===== config.mk =====
export PLATFORM = sky130hd
export DESIGN_NAME = page_table_walk_presence_check_unit
export DESIGN_NICKNAME = d
export VERILOG_FILES = /design/src/rtl/ptwpc_pkg.sv /design/src/rtl/page_table_walk_presence_check_unit.sv /design/src/rtl/ptwpc_csr.sv /design/src/rtl/ptwpc_core.sv
export VERILOG_INCLUDE_DIRS = /design/src /design/src/rtl
export SDC_FILE = /design/constraint.sdc
export NUM_CORES = 1
export LEC_CHECK = 0
export ABC_AREA = 1
export BUFFER_PORTS_ARGS = -buffer_cell sky130_fd_sc_hd__buf_2
export CAP_MARGIN = 10
export CORE_MARGIN = 2
export CORE_UTILIZATION = 46
export CTS_CLUSTER_SIZE = 12
export DETAILED_ROUTE_END_ITERATION = 7
export GPL_TIMING_DRIVEN = 0
export PLACE_DENSITY = 0.71
export SKIP_LAST_GASP = 1
export SLEW_MARGIN = 20
export SYNTH_ARGS = -nofsm -noshare
export SYNTH_HDL_FRONTEND = slang
export SYNTH_SLANG_ARGS = --single-unit
export TNS_END_PERCENT = 30

===== constraint.sdc =====
create_clock -name clock -period 10.39 [get_ports clock]
set_clock_uncertainty 0.05 [all_clocks]
set_input_delay 1.5585 -clock clock [delete_from_list [all_inputs] [get_ports clock]]
set_output_delay 1.5585 -clock clock [all_outputs]
set_load 0.005 [all_outputs]

===== src/rtl/page_table_walk_presence_check_unit_defines.svh =====
// ----------------------------------------------------------------------------
// Page table walk presence check - assertion macros
// Concurrent checks on the block's clock; compiled out when SYNTH is set.
// ----------------------------------------------------------------------------
`ifndef PAGE_TABLE_WALK_PRESENCE_CHECK_UNIT_DEFINES_SVH
`define PAGE_TABLE_WALK_PRESENCE_CHECK_UNIT_DEFINES_SVH

`ifndef SYNTH
// check that is masked while reset is high
`define PTWPC_ASSERT(label, prop) \
   label: assert property (@(posedge clock) disable iff (reset) prop) \
      else $error("ptwpc check failed");
// check that also holds through reset
`define PTWPC_ASSERT_ALWAYS(label, prop) \
   label: assert property (@(posedge clock) prop) \
      else $error("ptwpc check failed");
`else
`define PTWPC_ASSERT(label, prop)
`define PTWPC_ASSERT_ALWAYS(label, prop)
`endif

`endif


===== src/rtl/ptwpc_pkg.sv =====
// ----------------------------------------------------------------------------
// ptwpc_pkg
// Shared constants and codes for the page table walk presence check.
// ----------------------------------------------------------------------------
`default_nettype none

package ptwpc_pkg;

   localparam int unsigned LEVELS_DEFAULT = 4;
   localparam int unsigned INDEX_BITS     = 9;
   localparam int unsigned PAGE_SHIFT     = 12;
   localparam int unsigned VA_W           = 48;
   localparam int unsigned ENTRY_W        = 64;
   localparam int unsigned PADDR_W        = 52;
   localparam int unsigned CSR_ADDR_W     = 4;
   localparam int unsigned CSR_DATA_W     = 64;
   localparam int unsigned REQ_DATA_W     = 112;  // va + read data, whole bytes
   localparam int unsigned RSP_DATA_W     = 56;   // address + allocated, padded

   // register index (byte address / 8)
   localparam logic REG_TABLE_ROOT = 1'b0;

   // input item kinds
   localparam logic KIND_LOOKUP    = 1'b0;
   localparam logic KIND_READ_DATA = 1'b1;

   // result item kinds
   localparam logic RESULT_READ_REQ = 1'b0;
   localparam logic RESULT_ANSWER   = 1'b1;

endpackage

`default_nettype wire


===== src/rtl/page_table_walk_presence_check_unit.sv =====
// ----------------------------------------------------------------------------
// page_table_walk_presence_check_unit
// Page table walker (LEVELS levels, four by default) that answers whether a virtual address maps.
// ----------------------------------------------------------------------------
// An input transfer goes to the input register, then its result to the result
//    register; items that cause no result are dropped there.
// Throughput: one item per cycle; a stalled result back-pressures the input.
// Reset (synchronous, active high) clears the walker to idle at level zero,
//    empties both registers and clears table_root to zero.
`default_nettype none

module page_table_walk_presence_check_unit
   import ptwpc_pkg::*;
#(
   parameter int unsigned LEVELS = LEVELS_DEFAULT   // table levels walked, 2..5
)
(
   input  wire logic                  clock,
   input  wire logic                  reset,

   // lookup / read data input
   input  wire logic                  req_tvalid,
   output logic                       req_tready,
   // [47:0] virtual_address, [111:48] read_data
   input  wire logic [REQ_DATA_W-1:0] req_tdata,
   // [0] kind
   input  wire logic                  req_tuser,

   // read request / answer output
   output logic                       rsp_tvalid,
   input  wire logic                  rsp_tready,
   // [51:0] read_address, [52] allocated, [55:53] zero
   output logic      [RSP_DATA_W-1:0] rsp_tdata,
   // [0] result_kind
   output logic                       rsp_tuser,

   // configuration: table_root at byte address 0
   input  wire logic                  csr_psel,
   input  wire logic                  csr_penable,
   input  wire logic                  csr_pwrite,
   input  wire logic [CSR_ADDR_W-1:0] csr_paddr,
   input  wire logic [CSR_DATA_W-1:0] csr_pwdata,
   output logic      [CSR_DATA_W-1:0] csr_prdata,
   output logic                       csr_pready
);

   // root table register; only bits 51:12 feed the first read address
   logic [ENTRY_W-1:0] table_root;

   ptwpc_csr u_csr (
      .clock       (clock),
      .reset       (reset),
      .csr_psel    (csr_psel),
      .csr_penable (csr_penable),
      .csr_pwrite  (csr_pwrite),
      .csr_paddr   (csr_paddr),
      .csr_pwdata  (csr_pwdata),
      .csr_prdata  (csr_prdata),
      .csr_pready  (csr_pready),
      .table_root  (table_root)
   );

   // Walker: a lookup while a walk is live, or read data while idle, is
   // consumed with no result. Each read request names the entry at the
   // table base plus index times eight; a zero entry answers not allocated,
   // a nonzero entry at the last level answers allocated.
   ptwpc_core #(
      .LEVELS (LEVELS)
   ) u_core (
      .clock      (clock),
      .reset      (reset),
      .table_root (table_root),
      .req_tvalid (req_tvalid),
      .req_tready (req_tready),
      .req_tdata  (req_tdata),
      .req_tuser  (req_tuser),
      .rsp_tvalid (rsp_tvalid),
      .rsp_tready (rsp_tready),
      .rsp_tdata  (rsp_tdata),
      .rsp_tuser  (rsp_tuser)
   );

endmodule

`default_nettype wire


===== src/rtl/ptwpc_csr.sv =====
// ----------------------------------------------------------------------------
// ptwpc_csr
// APB-style register file holding the root table register.
// ----------------------------------------------------------------------------
`default_nettype none

module ptwpc_csr
   import ptwpc_pkg::*;
(
   input  wire logic                  clock,
   input  wire logic                  reset,
   input  wire logic                  csr_psel,
   input  wire logic                  csr_penable,
   input  wire logic                  csr_pwrite,
   input  wire logic [CSR_ADDR_W-1:0] csr_paddr,
   input  wire logic [CSR_DATA_W-1:0] csr_pwdata,
   output logic      [CSR_DATA_W-1:0] csr_prdata,
   output logic                       csr_pready,
   output logic      [ENTRY_W-1:0]    table_root
);

   logic [ENTRY_W-1:0] table_root_ff;
   logic [ENTRY_W-1:0] table_root_in;
   logic               reg_index;
   logic               wr_en;

   assign csr_pready = 1'b1;
   assign reg_index  = csr_paddr[3];   // 8-byte register slots
   assign wr_en      = csr_psel && csr_penable && csr_pwrite && csr_pready;

   always_comb begin
      table_root_in = table_root_ff;
      csr_prdata    = '0;
      case (reg_index)
         REG_TABLE_ROOT: begin
            csr_prdata = table_root_ff;
            if (wr_en) begin
               table_root_in = csr_pwdata;
            end
         end
         default: begin
            csr_prdata = '0;   // unmapped slot: reads zero, writes dropped
         end
      endcase
   end

   always_ff @(posedge clock) begin
      if (reset) begin
         table_root_ff <= '0;
      end else begin
         table_root_ff <= table_root_in;
      end
   end

   assign table_root = table_root_ff;

endmodule

`default_nettype wire


===== src/rtl/ptwpc_core.sv =====
// ----------------------------------------------------------------------------
// ptwpc_core
// Input register, walk state and result register of the presence check.
// ----------------------------------------------------------------------------
`default_nettype none

`include "page_table_walk_presence_check_unit_defines.svh"

module ptwpc_core
   import ptwpc_pkg::*;
#(
   parameter int unsigned LEVELS = LEVELS_DEFAULT
)
(
   input  wire logic                  clock,
   input  wire logic                  reset,
   input  wire logic [ENTRY_W-1:0]    table_root,
   input  wire logic                  req_tvalid,
   output logic                       req_tready,
   input  wire logic [REQ_DATA_W-1:0] req_tdata,
   input  wire logic                  req_tuser,
   output logic                       rsp_tvalid,
   input  wire logic                  rsp_tready,
   output logic      [RSP_DATA_W-1:0] rsp_tdata,
   output logic                       rsp_tuser
);

   localparam int unsigned LEVEL_W = $clog2(LEVELS);
   localparam int unsigned TOP_SHIFT = PAGE_SHIFT + INDEX_BITS * LEVELS;
   localparam int unsigned EXT_W = (TOP_SHIFT > VA_W) ? TOP_SHIFT : VA_W;
   localparam int unsigned SHIFT_W = $clog2(EXT_W + 1);
   localparam logic [LEVEL_W-1:0] LAST_LEVEL = LEVEL_W'(LEVELS - 1);

   // nine-bit table index of a virtual address at a walk level;
   // index bits above the address read as zero
   function automatic logic [INDEX_BITS-1:0] entry_index(
      input logic [VA_W-1:0]    va,
      input logic [LEVEL_W-1:0] lvl
   );
      logic [EXT_W-1:0]   va_ext;
      logic [SHIFT_W-1:0] shamt;
      va_ext = EXT_W'(va);
      shamt  = SHIFT_W'(PAGE_SHIFT + INDEX_BITS * (LEVELS - 1 - int'(lvl)));
      return INDEX_BITS'(va_ext >> shamt);
   endfunction

   // base bits 51:12 with the index times eight in the low 12 bits; no carry
   function automatic logic [PADDR_W-1:0] entry_addr(
      input logic [ENTRY_W-1:0]    entry,
      input logic [INDEX_BITS-1:0] idx
   );
      return {entry[PADDR_W-1:PAGE_SHIFT], idx, 3'b000};
   endfunction

   // input register
   logic                  in_valid_ff, in_valid_in;
   logic                  in_kind_ff, in_kind_in;
   logic [VA_W-1:0]       in_va_ff, in_va_in;
   logic [ENTRY_W-1:0]    in_data_ff, in_data_in;

   // walk state
   logic                  busy_ff, busy_in;
   logic [LEVEL_W-1:0]    level_ff, level_in;
   logic [VA_W-1:0]       saved_va_ff, saved_va_in;

   // result register
   logic                  out_valid_ff, out_valid_in;
   logic                  out_kind_ff, out_kind_in;
   logic [PADDR_W-1:0]    out_addr_ff, out_addr_in;
   logic                  out_alloc_ff, out_alloc_in;

   logic                  out_free;
   logic                  proc;
   logic                  emit;
   logic                  res_kind;
   logic [PADDR_W-1:0]    res_addr;
   logic                  res_alloc;

   assign out_free   = !out_valid_ff || rsp_tready;
   assign proc       = in_valid_ff && out_free;
   assign req_tready = !in_valid_ff || out_free;

   always_comb begin
      in_valid_in = in_valid_ff;
      in_kind_in  = in_kind_ff;
      in_va_in    = in_va_ff;
      in_data_in  = in_data_ff;
      if (req_tready) begin
         in_valid_in = req_tvalid;
         in_kind_in  = req_tuser;
         in_va_in    = req_tdata[VA_W-1:0];
         in_data_in  = req_tdata[VA_W+ENTRY_W-1:VA_W];
      end
   end

   // one walk step per item
   always_comb begin
      busy_in     = busy_ff;
      level_in    = level_ff;
      saved_va_in = saved_va_ff;
      emit        = 1'b0;
      res_kind    = RESULT_READ_REQ;
      res_addr    = '0;
      res_alloc   = 1'b0;
      if (proc) begin
         case (in_kind_ff)
            KIND_LOOKUP: begin
               if (!busy_ff) begin
                  busy_in     = 1'b1;
                  level_in    = '0;
                  saved_va_in = in_va_ff;
                  emit        = 1'b1;
                  res_addr    = entry_addr(table_root, entry_index(in_va_ff, '0));
               end
            end
            KIND_READ_DATA: begin
               if (busy_ff) begin
                  emit = 1'b1;
                  if (in_data_ff == '0) begin
                     busy_in  = 1'b0;
                     level_in = '0;
                     res_kind = RESULT_ANSWER;
                  end else if (level_ff == LAST_LEVEL) begin
                     busy_in   = 1'b0;
                     level_in  = '0;
                     res_kind  = RESULT_ANSWER;
                     res_alloc = 1'b1;
                  end else begin
                     level_in = level_ff + 1'b1;
                     res_addr = entry_addr(in_data_ff,
                                           entry_index(saved_va_ff, level_ff + 1'b1));
                  end
               end
            end
            default: begin
               emit = 1'b0;
            end
         endcase
      end
   end

   always_comb begin
      out_valid_in = out_valid_ff;
      out_kind_in  = out_kind_ff;
      out_addr_in  = out_addr_ff;
      out_alloc_in = out_alloc_ff;
      if (out_free) begin
         out_valid_in = proc && emit;
         out_kind_in  = res_kind;
         out_addr_in  = res_addr;
         out_alloc_in = res_alloc;
      end
   end

   always_ff @(posedge clock) begin
      if (reset) begin
         in_valid_ff  <= 1'b0;
         busy_ff      <= 1'b0;
         level_ff     <= '0;
         saved_va_ff  <= '0;
         out_valid_ff <= 1'b0;
      end else begin
         in_valid_ff  <= in_valid_in;
         busy_ff      <= busy_in;
         level_ff     <= level_in;
         saved_va_ff  <= saved_va_in;
         out_valid_ff <= out_valid_in;
      end
   end

   always_ff @(posedge clock) begin
      in_kind_ff   <= in_kind_in;
      in_va_ff     <= in_va_in;
      in_data_ff   <= in_data_in;
      out_kind_ff  <= out_kind_in;
      out_addr_ff  <= out_addr_in;
      out_alloc_ff <= out_alloc_in;
   end

   assign rsp_tvalid = out_valid_ff;
   assign rsp_tuser  = out_kind_ff;
   assign rsp_tdata  = RSP_DATA_W'({out_alloc_ff, out_addr_ff});

   `PTWPC_ASSERT(a_level_in_range, level_ff <= LAST_LEVEL)
   `PTWPC_ASSERT(a_idle_level_zero, !busy_ff |-> level_ff == '0)
   `PTWPC_ASSERT(a_read_req_keeps_busy,
                 (proc && emit && res_kind == RESULT_READ_REQ) |=> busy_ff)
   `PTWPC_ASSERT(a_answer_ends_walk,
                 (proc && emit && res_kind == RESULT_ANSWER) |=> !busy_ff)

endmodule

`default_nettype wire

==> impl_metrics.csv, run 1 <==
group,metric,value,unit
synthesis,synth-compound-area-share,0.118,
die,die_y,157,µm
finish,area_growth,26.4,%
synthesis,syn_area,10800,µm²
die,ioPinCount,312,
worst_setup_path,slowest_delay,520,ps
synthesis,synth_simple_gate_area_share,0.158,
pwr,leakage,0.00566,µW
worst_setup_path,crit_slowest_cell,"nand2_4",
pwr,total_power,2320,µW
global_routing,grt_pass1_wl,43.6,mm
place,portBuffers,293,
synthesis,ys_seq_area_frac,0.643,
job,maxCapViolations,0,
run_status,status,"completed",
place,gp_congestion,0.897,
drt,vias,8967,
drt,drtIter0Drc,762,
place,dp_slack,5390,ps
die,rows,55,
worst_setup_path,ff2ff_path_depth,4,
global_routing,grt_max_degree,54,
die,core-area,22800,µm²
worst_setup_path,required,8780,ps
global_routing,track_usage,0.227,
synthesis,synthAdderAreaFrac,0.00465,
synthesis,synthCells,1091,
worst_setup_path,cp_cell_sequence,"buf_2, inv_1, nand2_4, inv_1, nand2_4, buf_12, buf_2",
synthesis,synth_top_family_by_area,"simple AND/OR/NAND/NOR gates",
timing,setup_viol,0,
finish,fin_nets,1614,
timing,tns,0,ps
worst_setup_path,cp_max_fo,53,
timing,rsz0062_at_grt,"false",
drt,first_pass_iters,6,
drt,drt_wl_total,28.9,mm
worst_setup_path,arrival,3360,ps
timing,hold_viol_final,0,
drt,wl_per_cell,16.4,µm
drt,drc_errors,0,
clock_network,cts_num_sinks,267,
clock_network,ctsHtreeMaxLevel,1,
clock_network,post_cts_resized,0,
place,dpl.hpwl,21.6,mm
synthesis,ys_seq_elements,267,
clock_network,cts_setup_buffers,0,
clock_network,root_buffer,"clkbuf_16",
worst_setup_path,path_class,"in -> out",
clock_network,insertion_delay,540,ps
clock_network,cts-buffers-inserted,29,
global_routing,grt_pass1_vias,8367,
drt,viasPerCell,5.09,
pwr,ir_drop,0.124,mV
hold_path,hold_depth,2,
timing,slew_headroom,0.515,
timing,fin_ws,5420,ps
synthesis,synth_area_per_cell,9.85,µm²
timing,layout_min_cycle_time,4970,ps
worst_setup_path,crit_path_end_kind,"output pin",
clock_network,clkSlewWorstSetupHoldPaths,60,ps
synthesis,yosysWarnings,0,
finish,drive_gt1_frac,0.269,
synthesis,muxShareOfSynthArea,0,
pwr,p_per_area,171,nW/µm²
worst_setup_path,cp-start-kind,"input port",
timing,finalMaxSlewViolations,0,
timing,tightest_slew,728,ps
synthesis,yosys.area_share.xor_xnor,0,
global_routing,antenna_found_initial,8,
die,die_area,24600,µm²
drt,drtAntennaViolNets,0,
clock_network,clock_path_buffers,3,
synthesis,synthDistinctLibCells,27,
hold_path,hold_path_class,"reg -> reg",
clock_network,cts_tree,"yes",
timing,fmax,201,MHz
die,die_x,157,µm
clock_network,postCtsHoldBufs,0,
global_routing,gr-total-overflow,0,
die,initial_core_util,0.472,
timing,fin_crit_sh,0.479,
==> per-layer routing <==
layer	up-vias	part of all wire	GRT usage
met5	-	0.0012	0
met4	6	0.029	0.0743
li1	4394	-	-
met2	375	0.46	0.356
met3	61	0.084	0.0587
met1	4131	0.43	0.307
==> critical path, delay by kind of cell <==
family	cells	cell delay, ps
AND/OR/NAND/NOR	2	1000
buffers and inverters	5	780
==> through the flow <==
| step | cells | area (µm²) | util | hold WS, ps |
|---|---|---|---|---|
| final | 1763 | 13600 | 0.596 | 406 |
| after global routing | 1760 | 13600 | 0.596 | 425 |
| after CTS | 1757 | 13600 | 0.596 | 406 |
| after detailed placement | 1704 | 12700 | 0.557 | 397 |
| after global placement | 1702 | 12600 | 0.554 | 388 |
| after floorplan | 1096 | 10800 | - | 374 |
==> power by group <==
group	internal (µW)	switching (µW)	leakage, µW
logic	65.5	97.1	0.00260
clock network	569	399	0.000432
registers	1170	20.7	0.00263
==> area by class of cell <==
type                       instances  area [µm²]
fill                            1992        9190
sequential                       267        6920
multi-input combinational        652        3070
timing repair buffer             295        1510
clock buffer                      41         781
buffer                            90         467
tap                              313         392
inverter                          87         337
clock inverter                    12         108
antenna                            6        15.0
==> flip-flops by register name (all words and copies together), names as in the netlist, 2 cells and up <==
name	cells
u_core.level_ff	2
u_core.saved_va_ff	41
u_core.in_data_ff	64
u_core.in_va_ff	41
u_core.out_addr_ff	49
u_csr.table_root	64
==> path summary, 6_finish.rpt <==
check | from | to | slack (ps)
worst max register to register | u_core.rsp_tvalid | u_core.in_va_ff[17] | 8130
worst max-delay path | rsp_tready | req_tready | 5420
worst min register to register | u_csr.table_root[62] | u_csr.table_root[62] | 410
worst min-delay path | u_csr.table_root[62] | u_csr.table_root[62] | 410
==> kinds of logic (layout without fill, tap and decap cells) <==
family                   after synthesis  count (layout)
buffers and inverters                177             525
AO/OA/AOI/OAI                        253             253
AND/OR/NAND/NOR                      388             388
other                                  2              13
adder cells (fa/ha/maj)                4               4
flip-flops                           267             267
==> Yosys cell counts, drive strengths merged <==
library cell | count | area (µm²)
nor2 | 119 | 459
a21oi | 168 | 841
edfxtp | 157 | 4710
clkbuf | 45 | 169
buf | 45 | 298
o21ai | 84 | 420
o211ai | 1 | 12.5
nor3 | 1 | 5.00
nand4 | 55 | 344
ha | 4 | 50.1
conb | 2 | 7.51
nand2 | 151 | 572
clkinv | 1 | 3.75
nand3 | 62 | 320
dfxtp | 110 | 2200
inv | 86 | 333
==> cell usage in the layout (no fill, tap or decap), drive strengths merged <==
master / netlist / layout
clkinvlp: 0 / 1
edfxtp: 157 / 157
nand3: 62 / 62
dfxtp: 110 / 110
buf: 45 / 340
nor2: 119 / 119
a21oi: 168 / 168
nand4: 55 / 55
o21ai: 84 / 84
inv: 86 / 86
nor3: 1 / 1
diode: 0 / 6
bufinv: 0 / 2
ha: 4 / 4
nand2: 151 / 151
conb: 2 / 7
clkbuf: 45 / 86
clkinv: 1 / 10
o211ai: 1 / 1
No activity file was read; power rests on OpenSTA's default activity.
==> run 2: changes to the inputs <==
Clock period 10.39 ns to 5.1 ns, I/O delays scaled along.
==> run 2 against run 1 <==
Net effect: core utilization increased by 0.15 points; die area unchanged; sequential cell count unchanged; power increased by 110%; hold slack got worse by 67 ps; critical path type is now reg -> out; critical endpoint unchanged.
==> impl_metrics.csv, run 2 (synthesis gave the netlist of run 1 again) <==
group,metric,value,unit
run_status,status,"completed",
worst_setup_path,crit_buf_inv,3,
clock_network,clock_path_buffers,3,
pwr,p_per_area,349,nW/µm²
timing,hold_ws,338,ps
finish,final_common_cell,"buf_2",
global_routing,antenna_found_initial,10,
global_routing,track_usage,0.226,
die,die_y,157,µm
finish,area_growth,26.7,%
worst_setup_path,arrival,2640,ps
finish,multi_input_area,3070,µm²
worst_setup_path,crit_slowest_cell,"nand2_4",
drt,wl_per_cell,16.1,µm
clock_network,cts-buffers-inserted,29,
die,ioPinCount,312,
global_routing,grt_pass1_vias,8549,
clock_network,cts_num_sinks,267,
clock_network,post_cts_resized,0,
drt,first_pass_iters,6,
place,dpl.hpwl,21.4,mm
place,portBuffers,293,
drt,drc_errors,0,
worst_setup_path,required,4280,ps
global_routing,gr-total-overflow,0,
die,core-area,22800,µm²
worst_setup_path,crit_path_end_kind,"output pin",
die,die_area,24600,µm²
finish,fin_nets,1613,
timing,tightest_slew,716,ps
worst_setup_path,cp_top_family,"simple AND/OR/NAND/NOR gates",
timing,slew_headroom,0.523,
worst_setup_path,ff2ff_setup_slack,2800,ps
die,rows,55,
clock_network,cts_tree,"yes",
global_routing,grt_max_degree,66,
job,maxCapViolations,0,
worst_setup_path,path_class,"reg -> out",
finish,final_cell_mix,"buf_2, a21oi_1, edfxtp_1",
die,die_x,157,µm
drt,drtAntennaViolNets,0,
timing,tns,0,ps
worst_setup_path,crit_start,"u_core.rsp_tvalid",
worst_setup_path,cp_cell_sequence,"nand2_4, inv_1, nand2_8, buf_16, buf_2",
clock_network,cts_setup_buffers,0,
die,initial_core_util,0.472,
worst_setup_path,cp_max_fo,65,
clock_network,root_buffer,"clkbuf_16",
drt,vias,8897,
timing,layout_min_cycle_time,3460,ps
timing,rsz0062_at_grt,"false",
hold_path,hold_path_class,"in -> reg",
finish,n_fill_cell,2003,
worst_setup_path,r2r_start,"u_core.rsp_tvalid",
clock_network,postCtsHoldBufs,0,
hold_path,min_from,"req_tdata[59]",
global_routing,grt_pass1_wl,43.5,mm
clock_network,insertion_delay,550,ps
drt,drtIter0Drc,714,
finish,drive_gt1_frac,0.271,
timing,finalMaxSlewViolations,0,
clock_network,clkSlewWorstSetupHoldPaths,60,ps
worst_setup_path,slowest_delay,540,ps
pwr,ir_drop,0.295,mV
timing,hold_viol_final,0,
clock_network,ctsHtreeMaxLevel,1,
pwr,leakage,0.00566,µW
timing,fin_crit_sh,0.678,
place,gp_congestion,0.893,
timing,fmax,289,MHz
finish,regArea,6920,µm²
worst_setup_path,cp-start-kind,"flop",
drt,drt_wl_total,28.4,mm
timing,setup_viol,0,
drt,viasPerCell,5.04,
-- run 2: area by class of cell --
type	instances	share of cell area
inverter	87	0.0247
antenna	7	0.00129
sequential	267	0.508
clock buffer	44	0.0611
timing repair buffer	294	0.110
clock inverter	10	0.00671
multi-input combinational	652	0.226
buffer	90	0.0343
tap	313	0.0288
-- run 2: where the power goes --
group | internal, µW | switching, µW | leakage [µW]
Sequential | 2380 | 42.9 | 0.00263
Clock | 1180 | 826 | 0.000456
Combinational | 133 | 197 | 0.00258
Total | 3690 | 1070 | 0.00566
-- run 2: layer usage --
layer | GRT usage | vias up | part of all wire
met2 | 0.357 | 334 | 0.46
met4 | 0.0708 | 10 | 0.024
met5 | 0 | - | 0.0020
met3 | 0.0584 | 56 | 0.084
li1 | - | 4399 | -
met1 | 0.306 | 4098 | 0.43
-- run 2: through the flow --
step	instance area, µm²	setup WS, ps	std cells	total power (µW)	util
2_1_floorplan	10800	817	1096	2630	-
3_3_place_gp	12600	-707	1702	2790	0.555
3_5_place_dp	12700	1620	1703	2790	0.557
4_1_cts	13600	1580	1757	4790	0.597
5_1_grt	13600	1430	1759	4920	0.597
6_report	13600	1640	1764	4750	0.598
-- run 2: path summary, 6_finish.rpt --
kind / end / cells past startpoint
worst min-delay path: u_core.in_data_ff[11] / 1
worst max-delay path: req_tready / 5
worst min register to register: u_csr.table_root[52] / 2
worst max register to register: u_core.in_data_ff[13] / 4
==> run 3: changes to the inputs <==
Clock period 5.1 ns to 3.5 ns, I/O delays scaled along.
==> run 3 against run 2 <==
Net effect: via count about the same; worst setup slack got worse by 1300 ps; wire length about the same; critical path type unchanged; final cell count decreased by 0.11%; final area decreased by 0.59%; power increased by 44%.
==> impl_metrics.csv, run 3 (synthesis gave the netlist of run 1 again) <==
group,metric,value,unit
timing,rsz0062_at_grt,"false",
worst_setup_path,crit_buf_inv,2,
global_routing,gr-total-overflow,0,
die,ioPinCount,312,
timing,tightest_slew,834,ps
run_status,status,"completed",
clock_network,ctsHtreeMaxLevel,1,
clock_network,cts_tree,"yes",
global_routing,antenna_found_initial,12,
pwr,ir_drop,0.386,mV
finish,final_util,0.594,
drt,drc_errors,0,
global_routing,track_usage,0.225,
drt,vias,8889,
worst_setup_path,cp_top_family,"simple AND/OR/NAND/NOR gates",
worst_setup_path,path_class,"reg -> out",
clock_network,cts_num_sinks,267,
finish,regArea,6920,µm²
worst_setup_path,crit_path_end_kind,"output pin",
worst_setup_path,crit_start,"u_core.rsp_tvalid",
place,portBuffers,293,
drt,drtAntennaViolNets,0,
clock_network,insertion_delay,540,ps
worst_setup_path,r2r_start,"u_core.rsp_tvalid",
clock_network,root_buffer,"clkbuf_16",
job,maxCapViolations,0,
timing,layout_min_cycle_time,3190,ps
clock_network,cts-buffers-inserted,29,
clock_network,clock_path_buffers,3,
clock_network,post_cts_resized,0,
finish,final_cell_mix,"buf_2, a21oi_1, edfxtp_1",
place,dp.cells,1702,
worst_setup_path,slowest_delay,610,ps
finish,n_fill_cell,1979,
timing,slew_headroom,0.444,
pwr,total_power,6830,µW
finish,multi_input_area,3070,µm²
die,die_area,24600,µm²
worst_setup_path,cp_max_fo,108,
timing,finalMaxSlewViolations,0,
timing,fin_crit_sh,0.913,
worst_setup_path,ff2ff_setup_slack,1200,ps
finish,drive_gt1_frac,0.267,
finish,area_growth,25.9,%
hold_path,min_from,"req_tdata[59]",
worst_setup_path,r2r_end,"u_core.in_va_ff[42]",
pwr,leakage,0.00562,µW
clock_network,cts_setup_buffers,0,
worst_setup_path,crit_slowest_cell,"nand2_8",
worst_setup_path,cp_cell_sequence,"nand2_4, inv_1, nand2_8, buf_2",
drt,first_pass_iters,7,
hold_path,hold_path_class,"in -> reg",
die,core-area,22800,µm²
die,die_x,157,µm
worst_setup_path,required,2920,ps
finish,final_common_cell,"buf_2",
clock_network,postCtsHoldBufs,0,
drt,wl_per_cell,16.1,µm
die,die_y,157,µm
die,rows,55,
timing,fmax,313,MHz
timing,hold_viol_final,0,
worst_setup_path,arrival,2620,ps
die,initial_core_util,0.472,
drt,drt_wl_total,28.4,mm
place,gp_congestion,0.889,
global_routing,grt_max_degree,109,
place,dpl.hpwl,21.2,mm
worst_setup_path,cp-start-kind,"flop",
global_routing,grt_pass1_vias,8411,
timing,setup_viol,0,
drt,viasPerCell,5.04,
global_routing,grt_pass1_wl,43.3,mm
drt,drtIter0Drc,730,
worst_setup_path,ff2ff_path_depth,3,
worst_setup_path,cp.depth,4,
clock_network,clkSlewWorstSetupHoldPaths,60,ps
pwr,p_per_area,505,nW/µm²
finish,finalNonFillerCells,1762,
worst_setup_path,endpoint,"req_tready",
finish,fin_nets,1612,
## run 3: metrics by stage
step,cell area (µm²),setup WS [ps],setup TNS (ps),hold slack [ps]
final,13500,306,0,106
after global routing,13500,124,0,80.9
after CTS,13500,239,0,79.1
after detailed placement,12700,510,0,393
after global placement,12600,-1040,-104230,389
after floorplan,10800,154,0,374
## run 3: area by class of cell
class / instances / share of cell area
well taps: 313 / 0.0289
flip-flops and latches: 267 / 0.511
plain buffers: 90 / 0.0345
repair buffers: 293 / 0.108
diodes: 7 / 0.00129
multi-input cells: 652 / 0.227
clock inverters: 7 / 0.00453
inverters: 87 / 0.0249
clock buffers: 46 / 0.0598
## run 3: power by group
group          leakage, µW  switching (µW)  internal (µW)  total (µW)
Sequential         0.00263            64.5           3470        3530
Clock             0.000423            1180           1650        2830
Combinational      0.00256             283            194         477
Total              0.00562            1530           5310        6830
## run 3: routing by layer
layer	wire [µm]	GRT usage	part of all wire	vias to the layer above
li1	-	-	-	4390
met2	12800	0.353	0.45	346
met3	2310	0.0587	0.081	69
met5	64	0	0.0023	-
met1	12200	0.302	0.43	4074
met4	953	0.0791	0.034	10
## run 3: how the worst min path moves through the flow
stage / endpoint / cells after the start
finish: u_core.in_data_ff[11] / 1
floorplan: u_core.saved_va_ff[43] / 2
CTS: u_core.in_data_ff[0] / 1
global placement: u_core.saved_va_ff[43] / 2
detailed placement: u_core.saved_va_ff[43] / 2
global route: u_core.in_data_ff[33] / 1
## run 3: worst reg2reg max path: cells and delay by family, from the launching register on
family        cells  cell delay [ps]
simple gates      2             1150
flops             1              350
buf+inv           1              270
